--- src/rtl/lsbas_pkg.sv ---
`timescale 1ns / 1ps
`default_nettype none

package lsbas_pkg;

  localparam logic [3:0] MAX_BYTES  = 4'd8;
  localparam logic [3:0] BUS_BYTES  = 4'd4;
  localparam int         MAX_PIECES = 4;

  typedef enum logic [3:0] {
    CMD_LOAD     = 4'd0,
    CMD_ST_BYTE  = 4'd1,
    CMD_ST_HALF  = 4'd2,
    CMD_ST_WORD  = 4'd3,
    CMD_ST_DBL   = 4'd4,
    CMD_ST_LOW   = 4'd5,
    CMD_ST_HREV  = 4'd6,
    CMD_ST_WREV  = 4'd7,
    CMD_ST_MSB   = 4'd8
  } lsbas_cmd_t;

  typedef enum logic [2:0] {
    OP_RD_BYTE = 3'd0,
    OP_RD_HALF = 3'd1,
    OP_RD_WORD = 3'd2,
    OP_WR_BYTE = 3'd3,
    OP_WR_HALF = 3'd4,
    OP_WR_WORD = 3'd5
  } lsbas_op_t;

  typedef enum logic [1:0] {
    PSZ_BYTE = 2'd0,
    PSZ_HALF = 2'd1,
    PSZ_WORD = 2'd2
  } lsbas_psz_t;

  typedef struct packed {
    logic [31:0] addr;
    logic [3:0]  size;
    logic [63:0] mem;
    logic        store;
    logic [4:0]  tag;
  } lsbas_item_t;

endpackage

`default_nettype wire

--- src/rtl/load_store_bus_access_splitter_top.sv ---
`timescale 1ns / 1ps
`default_nettype none

// Splits one load or store request into naturally aligned byte, halfword
// and word accesses for a 32-bit bus. Store data is laid out in memory
// byte order first (big-endian, byte-reversed or string form), then each
// piece carries its address, operation, right-aligned write data, offset
// within the request and a last mark. A request of 1 to 8 bytes yields 1
// to 4 pieces (none for a zero size); the splitter stage emits one piece
// per cycle while out_ready does not stall it, taking the next request as
// its last piece fires, while the layout and input stages fill behind it.
// A request passes input, layout, splitter and output registers in turn.
module load_store_bus_access_splitter_top (
  input  wire         clk,
  input  wire         rst_n,
  input  wire         in_valid,
  output logic        in_ready,
  input  wire  [3:0]  in_command,
  input  wire  [31:0] in_address,
  input  wire  [3:0]  in_access_size,
  input  wire  [63:0] in_register_value,
  input  wire  [4:0]  in_register_number,
  output logic        out_valid,
  input  wire         out_ready,
  output logic [31:0] out_bus_address,
  output logic [2:0]  out_bus_operation,
  output logic [31:0] out_write_data,
  output logic [2:0]  out_byte_offset,
  output logic [4:0]  out_tag_register,
  output logic        out_last_piece
);
  import lsbas_pkg::*;

  // input stage
  logic        s1_v_r;
  logic [3:0]  s1_cmd_r;
  logic [31:0] s1_addr_r;
  logic [3:0]  s1_size_r;
  logic [63:0] s1_val_r;
  logic [4:0]  s1_tag_r;

  // layout stage
  logic        s2_v_r;
  lsbas_item_t s2_item_r;
  lsbas_item_t s2_item_nxt;

  logic s2_ready;
  logic sp_ready;

  assign s2_ready = !s2_v_r || sp_ready;
  assign in_ready = !s1_v_r || s2_ready;

  always_comb begin
    s2_item_nxt.addr  = s1_addr_r;
    s2_item_nxt.size  = (s1_size_r > MAX_BYTES) ? MAX_BYTES : s1_size_r;
    s2_item_nxt.tag   = s1_tag_r;
    s2_item_nxt.store = 1'b1;
    case (s1_cmd_r)
      CMD_ST_BYTE: s2_item_nxt.mem = {s1_val_r[7:0], 56'd0};
      CMD_ST_HALF: s2_item_nxt.mem = {s1_val_r[15:0], 48'd0};
      CMD_ST_WORD: s2_item_nxt.mem = {s1_val_r[31:0], 32'd0};
      CMD_ST_DBL:  s2_item_nxt.mem = s1_val_r;
      CMD_ST_LOW:  s2_item_nxt.mem = {s1_val_r[31:0], 32'd0};
      CMD_ST_HREV: s2_item_nxt.mem = {s1_val_r[7:0], s1_val_r[15:8], 48'd0};
      CMD_ST_WREV: s2_item_nxt.mem = {s1_val_r[7:0], s1_val_r[15:8],
                                      s1_val_r[23:16], s1_val_r[31:24], 32'd0};
      CMD_ST_MSB:  s2_item_nxt.mem = {s1_val_r[31:0], 32'd0};
      default: begin
        s2_item_nxt.mem   = 64'd0;
        s2_item_nxt.store = 1'b0;
      end
    endcase
  end

  always_ff @(posedge clk) begin
    if (!rst_n) begin
      s1_v_r <= 1'b0;
      s2_v_r <= 1'b0;
    end else begin
      if (in_ready) begin
        s1_v_r <= in_valid;
      end
      if (s2_ready) begin
        s2_v_r <= s1_v_r;
      end
    end
  end

  always_ff @(posedge clk) begin
    if (in_valid && in_ready) begin
      s1_cmd_r  <= in_command;
      s1_addr_r <= in_address;
      s1_size_r <= in_access_size;
      s1_val_r  <= in_register_value;
      s1_tag_r  <= in_register_number;
    end
    if (s1_v_r && s2_ready) begin
      s2_item_r <= s2_item_nxt;
    end
  end

  lsbas_split u_split (
    .clk               (clk),
    .rst_n             (rst_n),
    .in_valid          (s2_v_r),
    .in_ready          (sp_ready),
    .in_item           (s2_item_r),
    .out_valid         (out_valid),
    .out_ready         (out_ready),
    .out_bus_address   (out_bus_address),
    .out_bus_operation (out_bus_operation),
    .out_write_data    (out_write_data),
    .out_byte_offset   (out_byte_offset),
    .out_tag_register  (out_tag_register),
    .out_last_piece    (out_last_piece)
  );

  a_half_aligned: assert property (@(posedge clk) disable iff (!rst_n)
    out_valid && (out_bus_operation == OP_RD_HALF || out_bus_operation == OP_WR_HALF)
      |-> !out_bus_address[0])
    else $error("halfword piece on odd address");

  a_word_aligned: assert property (@(posedge clk) disable iff (!rst_n)
    out_valid && (out_bus_operation == OP_RD_WORD || out_bus_operation == OP_WR_WORD)
      |-> out_bus_address[1:0] == 2'd0 && out_byte_offset <= 3'd4)
    else $error("word piece misaligned or past request end");

  a_read_no_data: assert property (@(posedge clk) disable iff (!rst_n)
    out_valid && (out_bus_operation == OP_RD_BYTE || out_bus_operation == OP_RD_HALF ||
                  out_bus_operation == OP_RD_WORD)
      |-> out_write_data == 32'd0)
    else $error("read piece carries write data");

endmodule

`default_nettype wire

--- src/rtl/lsbas_split.sv ---
`timescale 1ns / 1ps
`default_nettype none

module lsbas_split (
  input  wire                  clk,
  input  wire                  rst_n,
  input  wire                  in_valid,
  output logic                 in_ready,
  input  lsbas_pkg::lsbas_item_t in_item,
  output logic                 out_valid,
  input  wire                  out_ready,
  output logic [31:0]          out_bus_address,
  output logic [2:0]           out_bus_operation,
  output logic [31:0]          out_write_data,
  output logic [2:0]           out_byte_offset,
  output logic [4:0]           out_tag_register,
  output logic                 out_last_piece
);
  import lsbas_pkg::*;

  // piece plan for the incoming request
  logic [MAX_PIECES-1:0] pv_nxt;
  lsbas_psz_t            psz_nxt  [MAX_PIECES];
  logic [2:0]            off_nxt  [MAX_PIECES];
  logic [MAX_PIECES-1:0] last_nxt;
  logic [3:0]            rem;
  logic [3:0]            cur;
  logic [1:0]            aa;
  logic [3:0]            avail;
  logic [3:0]            ps;

  always_comb begin
    rem = in_item.size;
    cur = 4'd0;
    for (int k = 0; k < MAX_PIECES; k++) begin
      aa    = in_item.addr[1:0] + cur[1:0];
      avail = (rem >= BUS_BYTES) ? BUS_BYTES : rem;
      pv_nxt[k]   = (rem != 4'd0);
      off_nxt[k]  = cur[2:0];
      if (avail == BUS_BYTES && aa == 2'd0) begin
        psz_nxt[k] = PSZ_WORD;
        ps         = 4'd4;
      end else if (avail >= 4'd2 && !aa[0]) begin
        psz_nxt[k] = PSZ_HALF;
        ps         = 4'd2;
      end else begin
        psz_nxt[k] = PSZ_BYTE;
        ps         = 4'd1;
      end
      if (rem == 4'd0) begin
        ps = 4'd0;
      end
      rem = rem - ps;
      cur = cur + ps;
      last_nxt[k] = (rem == 4'd0);
    end
  end

  // splitter stage
  logic                  s3_v_r;
  lsbas_item_t           s3_item_r;
  logic [MAX_PIECES-1:0] pv_r;
  lsbas_psz_t            psz_r  [MAX_PIECES];
  logic [2:0]            off_r  [MAX_PIECES];
  logic [MAX_PIECES-1:0] last_r;
  logic [1:0]            idx_r;

  logic out_free;
  logic fire;
  logic done;
  logic take;
  logic [1:0] idx_inc;

  assign idx_inc  = idx_r + 2'd1;
  assign out_free = !out_valid || out_ready;
  assign fire     = s3_v_r && pv_r[idx_r] && out_free;
  assign done     = s3_v_r && (!pv_r[idx_r] ||
                    (out_free && (idx_r == 2'(MAX_PIECES - 1) || !pv_r[idx_inc])));
  assign in_ready = !s3_v_r || done;
  assign take     = in_valid && in_ready;

  always_ff @(posedge clk) begin
    if (!rst_n) begin
      s3_v_r    <= 1'b0;
      idx_r     <= 2'd0;
      out_valid <= 1'b0;
    end else begin
      if (take) begin
        s3_v_r <= 1'b1;
        idx_r  <= 2'd0;
      end else begin
        if (done) begin
          s3_v_r <= 1'b0;
        end
        if (fire) begin
          idx_r <= idx_inc;
        end
      end
      if (fire) begin
        out_valid <= 1'b1;
      end else if (out_ready) begin
        out_valid <= 1'b0;
      end
    end
  end

  always_ff @(posedge clk) begin
    if (take) begin
      s3_item_r <= in_item;
      pv_r      <= pv_nxt;
      last_r    <= last_nxt;
      for (int k = 0; k < MAX_PIECES; k++) begin
        psz_r[k] <= psz_nxt[k];
        off_r[k] <= off_nxt[k];
      end
    end
  end

  // output register
  logic [5:0]  rot_sh;
  logic [63:0] rot;
  logic [31:0] win;
  logic [31:0] data_nxt;
  lsbas_op_t   op_nxt;

  assign rot_sh = {off_r[idx_r], 3'b000};
  assign rot    = (s3_item_r.mem << rot_sh) | (s3_item_r.mem >> (7'd64 - {1'b0, rot_sh}));
  assign win    = rot[63:32];

  always_comb begin
    case (psz_r[idx_r])
      PSZ_WORD: begin
        data_nxt = win;
        op_nxt   = s3_item_r.store ? OP_WR_WORD : OP_RD_WORD;
      end
      PSZ_HALF: begin
        data_nxt = {16'd0, win[31:16]};
        op_nxt   = s3_item_r.store ? OP_WR_HALF : OP_RD_HALF;
      end
      default: begin
        data_nxt = {24'd0, win[31:24]};
        op_nxt   = s3_item_r.store ? OP_WR_BYTE : OP_RD_BYTE;
      end
    endcase
  end

  always_ff @(posedge clk) begin
    if (fire) begin
      out_bus_address   <= s3_item_r.addr + {29'd0, off_r[idx_r]};
      out_bus_operation <= op_nxt;
      out_write_data    <= data_nxt;
      out_byte_offset   <= off_r[idx_r];
      out_tag_register  <= s3_item_r.tag;
      out_last_piece    <= last_r[idx_r];
    end
  end

endmodule

`default_nettype wire
--- config.mk ---
export PLATFORM = sky130hd
export DESIGN_NAME = load_store_bus_access_splitter_top
export DESIGN_NICKNAME = d
export VERILOG_FILES = /design/src/rtl/lsbas_pkg.sv /design/src/rtl/load_store_bus_access_splitter_top.sv /design/src/rtl/lsbas_split.sv
export SDC_FILE = /design/constraint.sdc
export NUM_CORES = 1
export LEC_CHECK = 0
export ABC_AREA = 1
export BUFFER_PORTS_ARGS = -buffer_cell sky130_fd_sc_hd__buf_2
export CAP_MARGIN = 20
export CORE_MARGIN = 3
export CORE_UTILIZATION = 50
export DETAILED_ROUTE_END_ITERATION = 6
export PLACE_DENSITY_LB_ADDON = 0.25
export SLEW_MARGIN = 20
export SYNTH_ARGS = -nofsm -noshare
export SYNTH_HDL_FRONTEND = slang
export SYNTH_SLANG_ARGS = --single-unit
--- constraint.sdc ---
create_clock -name clk -period 21.7 [get_ports clk]
set_input_delay 4.34 -clock clk [delete_from_list [all_inputs] [get_ports clk]]
set_output_delay 4.34 -clock clk [all_outputs]
set_load 0.01 [all_outputs]
==> results, run 1 <==
- The total number of placement rows is 70.
- The peak clock frequency supported by timing is 0.1055 GHz.
- The maximum vdd ir drop is 0.06158 mV.
- The number of cells on the worst reg-to-reg path is 31.
- The critical path ends at in_ready.
- The number of search-and-repair iterations in the first detailed-routing pass is 5.
- The detailed router's first-iteration violation count is 974.
- In this run the worst path has a maximum fanout of 3.
- The first global-routing pass estimated 62,530 µm of wire.
- The arrival time reported for the critical path endpoint is 5.14 ns.
- The most critical setup path has its startpoint at out_ready.
- After routing, the total negative slack on setup checks comes to 0 ns.
- Counting flops and latches in the post-synthesis netlist gives 426.
- The flow ran to the end, and the final reports show no timing, DRC or antenna violations.
- The via count of the first global-routing pass was 11,970.
- The global-route total usage across every layer is 0.1946.
- Across the routed clock network, the largest skew measured is 0.01535 ns.
- The number of buffers inserted to repair setup after CTS is 0.
- In this run the clock root is driven by a sky130_fd_sc_hd__clkbuf_16.
- In the global route stage, met1 resource usage came out at 0.2711.
- The total wire length after detailed routing is 39,250 µm.
- The most numerous cell on the critical path is sky130_fd_sc_hd__buf_2.
- The critical path runs through a total of 6 cells.
- Counting I/O delays and the setup requirement, the final critical path takes 9.481 ns.
- Traced cell by cell, the critical path runs through buf_2, nor2_1, inv_1, o21ai_0, nand4_1, buf_2.
- The slack of the worst reg-to-reg path is 15.12 ns.
- The worst setup path is of the primary input to output port kind.
- For this design, the sink count on the clock tree is 426.
- The final antenna-violating net count is 0.
- After the last flow step, the layout net total stands at 2,040.
- Prior to clock tree synthesis, the placed netlist has a worst setup slack of 12.24 ns.
- Across the run, the number of max-cap violations was 0.
- The number of setup violations in the final report is 0.
- The library cell contributing the largest single delay on the critical path is sky130_fd_sc_hd__nand4_1.
- The core region area is 36,870 µm².
- After detailed routing, the number of vias per cell comes to 5.163.
- Dividing the detail-routed wire length by the instance count gives 16.10 µm.
- The worst slew slack as a fraction of its limit is 0.3794.
- The finished layout holds 2,437 standard cells, fillers aside.
- The HPWL after detailed placement is 27,140 µm.
- In the synthesized netlist the async set-or-reset flop fraction comes to 0.
- The number of max-slew violations in the final report was 0.
- The met3 track demand over resource is 0.03510.
- The worst register-to-register path begins at s2_item_r[73].
- With fillers left out, the area of the finished cells amounts to 21,700 µm².
- The dominant delay contributor by cell family on the critical path is buffers and inverters.
- The number of antenna violations at the first check in global routing is 1.
- Clock-pin slew was measured on the worst setup and hold paths at 0.06 ns.
- STA classifies the critical path startpoint as a primary input.
- The proportion of synthesized chip area in sequential cells is 0.6739.
- The number of buffers inserted during clock tree synthesis is 45.
- The global routing stage identified its most utilized layer as met2.
- The CTS tree is done.
- The final clock period utilization by the worst path is 0.4369.
- The cell area that synthesis handed to floorplanning was 18,860 µm².
- The ratio of cells with drive above 1 in the final layout is 0.1563.
- The die is 200.2 µm wide.
- The type of element capturing the critical path is an output port.
- The number of remaining DRC errors is 0.
- In the global route stage, met2 resource usage came out at 0.3089.
- For this configuration, the core starts out at a cell density of 0.5116.
- Dividing total power by cell area gives a power density of 88.86 nW/µm².
- For this block, the via count after detailed routing is 12,580.
- Setup repair after global routing left no endpoint under its margin.
- The clock passes through at most 3 buffers.
- Yosys mapped the design onto 47 distinct sky130hd cell types.
- The number of placed cells counting well taps is 2,354.
- CTS built an H-tree with a depth of 2.
- The worst path setup slack after routing is 12.22 ns.
- The quantity of I/O buffers inserted on ports is 190.
- In this run the worst hold path is classified as flip-flop to flip-flop.
- The leftover overflow at the end of global routing is 0.
- The number of nets handed over by synthesis was 1,850.
- For this design the top-level I/O count stands at 191.
- For this run, the number of Yosys warnings is 0.
- The die covers 40,090 µm².
- The most common library cell in the layout ignoring fill and taps is sky130_fd_sc_hd__nand2_1.
- The clock latency at the later pin of the worst-skew pair is 0.56 ns.
- From synthesis to final layout, the design area changed by 15.05%.
- The synthesized design contains 418 enable-type register cells.
- In this run the critical register-to-register path is captured at u_split.last_r[3].
- The dominant register cell in the synthesized netlist is sky130_fd_sc_hd__edfxtp_1.
- The final RePlAce weighted congestion is 0.9251.
- The post-cts hold buffer count is 0.
- Entering global routing, the biggest net connects 75 pins.
- Leaving out fill and tap cells, the most frequent cells in the layout are sky130_fd_sc_hd__nand2_1 (465), sky130_fd_sc_hd__edfxtp_1 (418), sky130_fd_sc_hd__nand3_1 (219), sky130_fd_sc_hd__inv_1 (206), sky130_fd_sc_hd__buf_2 (190).
- STA puts the critical path data required time at 17.36 ns.
- The mean area per synthesized cell is 11.05 µm².
- Post-CTS repair changed the size of 0 cells.
- The chip height is 200.2 µm.
- Together, buffers and inverters on the worst path number 3.
- Summing all placed instances gives a cell area of 20,200 µm².
- The leakage power of the design is 9.067 nW.
- After technology mapping, the gate count stands at 1,707.
- The maximum cell stage delay along the critical path is 0.21 ns.
- The total count of hold-check failures in the final report is 0.
- The slew at the pin closest to its max-slew limit is 0.9299 ns.
layout make-up:
type                    instances  area (µm²)
well taps                     504       630.6
repair buffers                202        1041
fillers                      2997       15170
clock buffers                  55        1206
clock inverters                27       289.0
flip-flops and latches        426       12710
multi-input cells            1006        5001
diodes                          1       2.502
inverters                     216       819.5
cells in the mapped netlist (3+ instances only):
| cell type | number | area (µm²) |
|---|---|---|
| sky130_fd_sc_hd__a21oi_1 | 37 | 185.2 |
| sky130_fd_sc_hd__a221oi_1 | 5 | 43.79 |
| sky130_fd_sc_hd__a22oi_1 | 6 | 45.04 |
| sky130_fd_sc_hd__buf_2 | 19 | 95.09 |
| sky130_fd_sc_hd__buf_4 | 11 | 82.58 |
| sky130_fd_sc_hd__buf_6 | 8 | 90.09 |
| sky130_fd_sc_hd__clkbuf_1 | 19 | 71.32 |
| sky130_fd_sc_hd__clkinv_1 | 3 | 11.26 |
| sky130_fd_sc_hd__dfxtp_1 | 8 | 160.2 |
| sky130_fd_sc_hd__edfxtp_1 | 418 | 12550 |
| sky130_fd_sc_hd__fa_1 | 6 | 120.1 |
| sky130_fd_sc_hd__ha_1 | 24 | 300.3 |
| sky130_fd_sc_hd__inv_1 | 209 | 784.5 |
| sky130_fd_sc_hd__inv_2 | 3 | 11.26 |
| sky130_fd_sc_hd__nand2_1 | 465 | 1745 |
| sky130_fd_sc_hd__nand2_2 | 3 | 18.77 |
| sky130_fd_sc_hd__nand3_1 | 219 | 1096 |
| sky130_fd_sc_hd__nand3_2 | 4 | 40.04 |
| sky130_fd_sc_hd__nand3b_1 | 5 | 37.54 |
| sky130_fd_sc_hd__nand4_1 | 14 | 87.58 |
| sky130_fd_sc_hd__nor2_1 | 99 | 371.6 |
| sky130_fd_sc_hd__nor2_2 | 4 | 25.02 |
| sky130_fd_sc_hd__nor3_1 | 6 | 30.03 |
| sky130_fd_sc_hd__o2111ai_1 | 3 | 26.28 |
| sky130_fd_sc_hd__o211ai_1 | 10 | 75.07 |
| sky130_fd_sc_hd__o21ai_0 | 21 | 105.1 |
| sky130_fd_sc_hd__o221ai_1 | 14 | 122.6 |
| sky130_fd_sc_hd__or2_2 | 3 | 18.77 |
| sky130_fd_sc_hd__xnor2_1 | 14 | 122.6 |
| sky130_fd_sc_hd__xor2_1 | 22 | 192.7 |
flip-flops by register name (all words and copies together) (netlist names), 5 cells and up, named ones only:
signal,flops
u_split.off_r,9
u_split.out_write_data,32
u_split.s3_item_r,102
s1_val_r,64
s2_item_r,106
s1_addr_r,32
s1_tag_r,5
u_split.out_bus_address,32
u_split.out_tag_register,5
u_split.psz_r,8
worst min path at each step:
stage                             start              endpoint  cells after the start  slack, ns
after CTS                  s2_item_r[7]  u_split.s3_item_r[7]                      0       0.40
final                     s1_addr_r[20]         s2_item_r[94]                      0       0.41
after detailed placement  s1_addr_r[15]         s2_item_r[89]                      0       0.40
after floorplan             s1_tag_r[0]          s2_item_r[0]                      0       0.40
after global routing       s2_item_r[7]  u_split.s3_item_r[7]                      0       0.41
after global placement    s1_addr_r[15]         s2_item_r[89]                      0       0.40
metal layers:
layer / part of all wire / vias up
met5: 0 / -
met4: 0.026 / 0
met3: 0.067 / 74
met2: 0.46 / 492
met1: 0.45 / 5832
li1: - / 6185
cells by family after synthesis:
logic type,count (synthesis),synth area share
flops,426,0.6739
simple gates,833,0.1894
xor+xnor,36,0.01672
fa+ha+maj,30,0.02229
buf+inv,275,0.06149
compound gates,107,0.03615
stage by stage:
step | total power [mW] | utilization | hold slack (ns)
detailed placement | 1.181 | 0.5479 | 0.4045
CTS | 1.948 | 0.5885 | 0.4033
global route | 2.021 | 0.5886 | 0.4063
floorplan | 1.124 | - | 0.4003
finish | 1.929 | 0.5886 | 0.4053
global placement | 1.168 | 0.5479 | 0.4008
where the power goes:
group / switching [mW] / internal (mW) / leakage [nW] / total (mW)
Clock: 0.306 / 0.458 / 0.727 / 0.764
Combinational: 0.132 / 0.0758 / 4.25 / 0.208
Sequential: 0.0120 / 0.944 / 4.09 / 0.956
Total: 0.451 / 1.48 / 9.07 / 1.93
Power figures use the tool's default switching activity.
==> inputs of run 2 (changes only) <==
==> constraint.sdc (replaced) <==
create_clock -name clk -period 8.85 [get_ports clk]
set_input_delay 1.77 -clock clk [delete_from_list [all_inputs] [get_ports clk]]
set_output_delay 1.77 -clock clk [all_outputs]
set_load 0.01 [all_outputs]
==> run 2 against run 1 <==
The flow now finishes with violations (design-rule violations). Critical path type is now flip-flop to flip-flop. Combinational power increased by 150%. Via count decreased by 0.49%. Wire length increased by 1.1%. Utilization about the same.
==> results, run 2 (same netlist as run 1, synthesis figures left out) <==
- The final core utilization is 0.5890.
- The H-tree was split into 2 levels.
- The final net count is 2,039.
- The worst slew slack as a fraction of its limit is 0.3449.
- The top cell types in the final layout, fill and taps aside, are sky130_fd_sc_hd__nand2_1 (465), sky130_fd_sc_hd__edfxtp_1 (418), sky130_fd_sc_hd__nand3_1 (219), sky130_fd_sc_hd__inv_1 (206), sky130_fd_sc_hd__buf_2 (190).
- Across all layers, the routed design uses 12,520 vias.
- The floorplan step set the die height to 200.2 µm.
- The clock period could shrink to 6.485 ns.
- The ratio of cells with drive above 1 in the final layout is 0.1540.
- In the routed design, unresolved DRC markers number 1.
- For the final database, setup skew stands at 0.01983 ns.
- The worst-case IR drop observed on VDD is 0.2873 mV.
- The count of buffers added on input and output ports is 190.
- At the end of routability-driven placement, the weighted congestion stood at 0.9011.
- The area added between synthesis and finish is 15.14%.
- The via count of the first global-routing pass came to 12,150.
- The share of total power dissipated in the clock network is 0.401.
- Setup repair after global routing left no endpoint under its margin.
- The number of search-and-repair iterations in the first detailed-routing pass is 7.
- The register with the most flip-flops in the layout has 106 of them.
- The worst path setup slack after routing is 2.365 ns.
- The largest registers in the layout are s2_item_r: 106 flops, u_split.s3_item_r: 102 flops, s1_val_r: 64 flops.
- At the worst endpoint, the arrival time is 6.80 ns.
- The slew at the pin closest to its max-slew limit is 0.9826 ns.
- Max-cap violations in this run came to 0.
- The detailed router's first-iteration violation count is 1,180.
- The run finished, with violations left.
- The number of buffers inserted to repair setup after CTS is 0.
- During I/O placement, the number of pins put on the boundary was 191.
- In this run the standard cell core region covers 36,870 µm².
- The count of nets left with antenna violations once routing finished came out at 0.
- Of the available clock period, the critical path in the final layout requires 0.7328.
- Counting along the longest clock path gives a buffer depth of 3.
- The share of total power dissipated in sequential elements is 0.491.
- The worst hold path belongs to the class flip-flop to flip-flop.
- The checks that failed: design-rule violations.
- Leaving out fill and tap cells, the most frequent cell in the layout is sky130_fd_sc_hd__nand2_1.
- The maximum cell stage delay along the critical path is 0.45 ns.
- The number of placed cells counting well taps is 2,353.
- The number of inserted filler cells in the final layout is 3,107.
- The start point of the critical path is s2_item_r[73].
- The largest net degree at the start of global routing is 79.
- The CTS tree is done.
- The initial utilization of the core area, before any placement, comes to 0.5116.
- The global-route total usage across every layer is 0.1982.
- The number of sinks on the clock net is 426.
- Summed over all layers, the routed wires come to 39,680 µm.
- By instance count, the cell type seen most on the critical path is sky130_fd_sc_hd__nand2_1.
- The tree is rooted in a sky130_fd_sc_hd__clkbuf_16.
- For this design the total switching power over the nets is 1.093 mW.
- The fraction of power spent switching nets is 0.2292.
- The number of cells in the finished layout apart from fillers is 2,434.
- The floorplan step defined a die boundary enclosing 40,090 µm².
- The number of antenna violations at the first check in global routing is 1.
- The required time of the critical path is 9.16 ns.
- Dividing the detail-routed via count by the number of cells gives 5.144.
- The peak fanout along the critical path is 5.
- Summed over all cells, the static leakage comes to 9.064 nW.
- The routed length per instance is 16.30 µm.
- Ranked by flip-flop count, first place goes to s2_item_r.
- The global-route wire length before repair is 63,890 µm.
- The setup slack after placement is 2.431 ns.
- The number of max-slew violations in the final report came to 0.
- The peak clock frequency supported by timing is 0.1542 GHz.
- The worst hold path begins at s2_item_r[53].
- The number of resized instances in the post-cts repair step is 0.
- Power spread over the standard cell area amounts to 219.7 nW/µm².
- The post-detailed-placement half-perimeter wirelength is 27,960 µm.
- The classification of the worst setup path is flip-flop to flip-flop.
- The worst setup path is captured at a flip-flop.
- Row generation in the floorplan step produced 70 rows.
- The post-cts hold buffer count is 0.
- The internal cell power is 3.678 mW.
- The leftover overflow at the end of global routing is 0.
- The number of setup violations in the final report is 0.
- The horizontal extent of the die is 200.2 µm.
- Setup total negative slack on the finished layout was measured at 0 ns.
- The clock transition at the registers of the reported paths is 0.07 ns.
- The library cell contributing the largest single delay on the critical path is sky130_fd_sc_hd__edfxtp_1.
- The total count of hold-check failures in the final report is 0.
- The number of buffers inserted during clock tree synthesis is 45.
- The logic gate share of total power is 0.108.
- For the worst-skew pair, the clock arrives at the later sink with an insertion delay of 0.56 ns.
- The startpoint of the worst-slack reg-to-reg timing path is s2_item_r[73].
- The startpoint type of the worst setup path is a flip-flop.
## run 2: changes by cell type in the layout (fill, tap and decap cells not counted)
cell / before / now
sky130_fd_sc_hd__clkinv_2: 9 / 6
sky130_fd_sc_hd__bufinv_16: 5 / 7
sky130_fd_sc_hd__clkinv_4: 4 / 2
sky130_fd_sc_hd__inv_6: 3 / 1
sky130_fd_sc_hd__buf_4: 12 / 11
sky130_fd_sc_hd__clkbuf_1: 8 / 9
sky130_fd_sc_hd__clkinv_1: 7 / 8
sky130_fd_sc_hd__clkinvlp_4: 3 / 4
## run 2: through the flow
stage	power, mW	cell area, µm²	hold WS [ns]
after floorplan	2.756	18860	0.4003
after global placement	2.864	20190	0.4009
after detailed placement	2.897	20190	0.4045
after CTS	4.820	21710	0.4041
after global routing	4.996	21720	0.4099
final	4.771	21720	0.4047
## run 2: power groups by stage
stage,logic (mW),clock network [mW],registers [mW]
final,0.514,1.91,2.34
after global routing,0.594,2.05,2.35
after CTS,0.513,1.96,2.35
after detailed placement,0.510,0,2.39
after global placement,0.479,0,2.38
after floorplan,0.370,0,2.39
## run 2: worst max-delay path, delay by kind of cell, from the launching register on
kind	cells	cell delay, ns
and+or+nand+nor	18	2.56
adders and majority gates	5	1.65
AOI/OAI and AO/OA	5	0.72
buffers and inverters	6	0.57
DFF	1	0.45
xor gates and xnor gates	2	0.30
## run 2: final timing paths
path | end | slack, ns | cells after the start
max | u_split.last_r[3] | 2.36 | 36
min | u_split.s3_item_r[53] | 0.40 | 0
max reg2reg | u_split.last_r[3] | 2.36 | 36
min reg2reg | u_split.s3_item_r[53] | 0.40 | 0
## run 2: cell type report
class | count | area (µm²) | area share
Antenna cell | 1 | 2.502 | 0.0001152
Clock buffer | 56 | 1210 | 0.05571
Clock inverter | 24 | 310.3 | 0.01429
Inverter | 216 | 819.5 | 0.03773
Multi-Input combinational cell | 1006 | 5001 | 0.2303
Sequential cell | 426 | 12710 | 0.5853
Tap cell | 504 | 630.6 | 0.02903
Timing Repair Buffer | 201 | 1033 | 0.04758
## run 2: routing by layer
metal	vias to the layer above	track usage	wire [µm]
li1	6197	-	-
met1	5767	0.2805	18120
met2	477	0.3115	18070
met3	80	0.03413	2442
met4	0	0.07278	1045
met5	-	0	0
